**src/mts_pkg.sv**
```systemverilog
// mts_pkg: shared types and constants of the min-tracking stack
// used by mts_cell, min_tracking_stack_core and mts_checker
package mts_pkg;

  // stack size and the width of the entry count (holds 0 to StackDepth)
  localparam int unsigned StackDepth = 256;
  localparam int unsigned CountW     = $clog2(StackDepth + 1);

  localparam int unsigned DataW      = 32;
  localparam int unsigned OpW        = 2;
  localparam int unsigned StatusW    = 2;
  localparam int unsigned EntryCntW  = 9;

  // popped word reported on underflow
  localparam logic signed [DataW-1:0] PopUnderflowValue = -32'sd1;

  typedef enum logic [OpW-1:0] {
    OpPush  = 2'd0,
    OpPop   = 2'd1,
    OpQuery = 2'd2
  } op_e;

  typedef enum logic [StatusW-1:0] {
    StOk        = 2'd0,
    StOverflow  = 2'd1,
    StUnderflow = 2'd2
  } status_e;

  // one stack entry: stored value and minimum at and below it
  typedef struct packed {
    logic signed [DataW-1:0] value;
    logic signed [DataW-1:0] min;
  } entry_t;

  // shift control broadcast to every cell
  typedef struct packed {
    logic push;
    logic pop;
  } shift_ctl_t;

endpackage

```
**src/mts_cell.sv**
```systemverilog
// mts_cell: one stack slot; shifts down on push and up on pop
// depends on mts_pkg
module mts_cell (
  input  logic                clk_i,
  input  mts_pkg::shift_ctl_t ctl_i,
  input  mts_pkg::entry_t     above_i,
  input  mts_pkg::entry_t     below_i,
  output mts_pkg::entry_t     entry_o
);

  mts_pkg::entry_t entry_q;
  mts_pkg::entry_t entry_d;

  // take the neighbor above on push, the neighbor below on pop
  always_comb begin
    entry_d = entry_q;
    if (ctl_i.push) begin
      entry_d = above_i;
    end else if (ctl_i.pop) begin
      entry_d = below_i;
    end
  end

  // slot payload, undefined until written
  always_ff @(posedge clk_i) begin
    entry_q <= entry_d;
  end

  assign entry_o = entry_q;

endmodule

```
**config.mk**
```make
export PLATFORM = sky130hd
export DESIGN_NAME = mts_cell
export DESIGN_NICKNAME = d
export VERILOG_FILES = /design/src/mts_pkg.sv /design/src/mts_cell.sv
export SDC_FILE = /design/constraint.sdc
export NUM_CORES = 1
export LEC_CHECK = 0
export BUFFER_PORTS_ARGS = -buffer_cell sky130_fd_sc_hd__buf_4
export CAP_MARGIN = 20
export CORE_UTILIZATION = 45
export CTS_CLUSTER_DIAMETER = 120
export DETAILED_ROUTE_END_ITERATION = 10
export GPL_ROUTABILITY_DRIVEN = 0
export GPL_TIMING_DRIVEN = 0
export PLACE_DENSITY = 0.93
export SETUP_SLACK_MARGIN = 0.5
export SLEW_MARGIN = 10
export SYNTH_ARGS = -nofsm -noshare
export SYNTH_HDL_FRONTEND = slang
export SYNTH_SLANG_ARGS = --single-unit
```
**constraint.sdc**
```tcl
create_clock -name clk_i -period 4.8 [get_ports clk_i]
set_input_delay 0.96 -clock clk_i [delete_from_list [all_inputs] [get_ports clk_i]]
set_output_delay 0.96 -clock clk_i [all_outputs]
set_load 0.005 [all_outputs]
```
## Word-level counts from Yosys, hierarchy flattened

Cells that the tools add are included.

| storage, ports and cells | value |
|---|---|
| bits in registers | 64 |
| input port bits | 131 |
| output and inout bits | 64 |
| logic and storage cells | 5 |

| cells by class | value |
|---|---|
| mux-type cells | 2 |
| reduce and logical (&&, ||, !) cells | 1 |

Operators with widths:

| operator | count |
|---|---|
| 64-bit 2-to-1 mux | 2 |
| 2-bit nonzero test | 1 |

## Depth between registers and ports, before layout

| logic depth | value |
|---|---|
| depth in word-level cells | 2 |
| gate-level depth with buffers | 3 |

## Worst setup path before layout

No wires, ideal clock.

| timing path | value |
|---|---|
| path kind | input -> register |
| from | in ctl_i[1] (netlist bit) |
| to | reg entry_q (netlist bit entry_o[0]) (enable) |
| arrival | 2.709 ns |
| path slack | 1.666 ns |
| stages on the path | 3 |
| path through | buf_6 > buf_6 > or2_1 |

| on the way | value |
|---|---|
| longest elaborated chain between the ends | 1 |

Ends and longest elaborated chain:

| element | line | text |
|---|---|---|
| start: declaration | mts_cell.sv:5 | `input mts_pkg::shift_ctl_t ctl_i,` |
| 2-bit nonzero test (no line) | n/a |  |
| end signal: assignment | mts_cell.sv:26 | `entry_q <= entry_d;` |
| end: declaration | mts_cell.sv:11 | `mts_pkg::entry_t entry_q;` |

No other way between the ends.
A chain may end at the register's enable or synchronous reset.

## Worst setup path after layout

| timing path | value |
|---|---|
| from | in ctl_i[1] (netlist bit) |
| to | reg entry_q (netlist bit entry_o[61]) (enable) |

The elaborated chain is that of the path after synthesis.

==> impl_metrics.ini <==
[drt]
wl_um = 7540
wl_per_cell_um = 18.0
drtIter0Drc = 61
dr.pass1.iters = 4
vias = 2029
viasPerCell = 4.83
drcViolationCount = 0
drtAntennaViolNets = 0

[setup_path]
criticalPathCategory = input pin to register
worstPathCellList = buf_6 -> buf_6 -> or2_4
cp_max_fo = 64
cp_num_buf_inv = 2
cp-start-kind = input pin
crit_path_frequent_cell = buf_6
slowest_stage = or2_4
crit_arrival_ns = 2.03
cp-end-kind = register
cpPeakStageDelay_ns = 0.72
worstPathRequired_ns = 4.76
path_delay_family = simple AND/OR/NAND/NOR gates

[finish]
seq_area_mm2 = 0.00192
drive_above_1_share = 0.803
multi_input_comb_area_um2 = 913
largest_reg_flops = 64
fin_nets = 471
n_antenna_cell = 0
syn2layout_area_growth_pct = 59.3
fill_cells = 385
post-route-util = 0.764

[global_route]
track_usage = 0.222
grtUsageMet2 = 0.428
grt_max_degree = 65
antenna_found_initial = 0
globalRouteMet3Util = 0.0681
grt_util_met1 = 0.205
grt_pass1_vias = 2101
grt_most_used_layer = met2
grt_pass1_wl_um = 10200
overflow = 0

[timing]
fin_crit_sh = 0.433
hold_viol_final = 0
rsz0062_at_grt = false
setup_viol = 0
tightest_slew_ns = 0.862
final_max_slew_viol_count = 0
clock.fmax_ghz = 0.481
slew_headroom = 0.425
period_minus_slack_ns = 2.08
tns_ns = 0

[clocking]
cts_num_sinks = 64
cts_hold_buf = 0
root_buffer = clkbuf_8
post-cts-setup-buffer-count = 0
cts_resized = 0
tritoncts = done
cts_made_buffers = 9
cts_max_path_buffers = 2
cts.htree.levels = 3
path_clk_slew_ns = 0.07

[pwr]
p_clk_frac = 0.304
pwr-share-seq = 0.495
sw_frac_of_total = 0.213
combPwrFrac = 0.201
peakVddDrop_mv = 0.226
p_switching_mw = 0.303
p_per_area_mw_per_mm2 = 307
power.internal_mw = 1.12
leakagePower_nw = 2.18

[min_path]
hold_path_end = entry_o[51]
whs_path_depth = 2
min_from = below_i[51]
hold_path_class = input pin to register

[placed_design]
dp_hpwl_um = 5860
numPortBuffers = 193

[run]
maxCapViolCount = 0

[floorplanning]
pin_count = 195
core_area_mm2 = 0.00606
initial_core_util = 0.479
die_y_um = 82.4
fp-row-count = 28
die_area_mm2 = 0.00678
die_width_um = 82.4

[synthesis]
yosysUniqueCellTypes = 6
yosys_register_bits = 64
syn_area_per_cell_um2 = 21.4
synth_cells = 136
synth_seq_area_share = 0.661
syn-num-nets = 267
syn-cell-area_mm2 = 0.00291
yosys_warnings = 0

[outcome]
outcome = finished, final reports clean
==> cell usage in the layout (no fill, tap or decap) <==
cell type / n
buf_4: 193
edfxtp_1: 64
mux2_4: 49
mux2_2: 15
clkbuf_8: 9
buf_6: 6
clkinv_2: 2
clkbuf_1: 2
clkinv_1: 2
buf_2: 1
or2_4: 1
bufinv_16: 1
==> logic make-up (layout without fill, tap and decap cells) <==
group                  after synthesis  in the layout  share of synthesized area
muxes                               64             64                      0.311
DFF                                 64             64                      0.661
buffers and inverters                7            216                     0.0250
and+or+nand+nor                      1              1                    0.00215
==> through the flow <==
stage               cell area [µm²]  total power [mW]  cells  setup slack [ns]  hold WS (ns)
global route                   4630              1.47    420              2.66         0.903
CTS                            4630              1.43    420              2.71         0.906
finish                         4630              1.42    420              2.72         0.919
detailed placement             4450              1.00    404              2.36          1.26
global placement               4450             0.993    404              1.12          1.26
floorplan                      2910             0.811    136              1.67          1.18
==> power groups by stage <==
stage | logic (mW) | clock network [mW] | registers, mW
after floorplan | 0.0871 | 0 | 0.724
after global placement | 0.278 | 0 | 0.714
after detailed placement | 0.288 | 0 | 0.716
after CTS | 0.289 | 0.437 | 0.705
after global routing | 0.303 | 0.461 | 0.709
final | 0.286 | 0.431 | 0.704
==> worst max path at each step <==
stage	startpoint	end	slack, ns	cells after the start
after detailed placement	ctl_i[1]	entry_o[16]	2.36	3
final	ctl_i[1]	entry_o[61]	2.72	3
after CTS	ctl_i[1]	entry_o[47]	2.71	3
after floorplan	ctl_i[1]	entry_o[0]	1.67	3
after global placement	ctl_i[1]	entry_o[15]	1.12	3
after global routing	ctl_i[1]	entry_o[45]	2.66	3
==> cells in the mapped netlist <==
| master | n | area share |
|---|---|---|
| edfxtp_1 | 64 | 0.66 |
| mux2_4 | 49 | 0.25 |
| mux2_2 | 15 | 0.058 |
| buf_6 | 6 | 0.023 |
| buf_2 | 1 | 0.0017 |
| or2_1 | 1 | 0.0022 |
==> cell type report <==
class	instances	share of cell area
multi-input cells	65	0.197
plain buffers	7	0.0157
repair buffers	193	0.313
clock inverters	5	0.0103
clock buffers	11	0.0284
well taps	75	0.0203
flip-flops and latches	64	0.415
==> routing by layer <==
layer | part of all wire | up-vias
li1 | - | 943
met1 | 0.33 | 955
met2 | 0.57 | 117
met3 | 0.084 | 14
met4 | 0.019 | 0
met5 | 0 | -
Note: power is estimated with default switching activity, not from simulation.
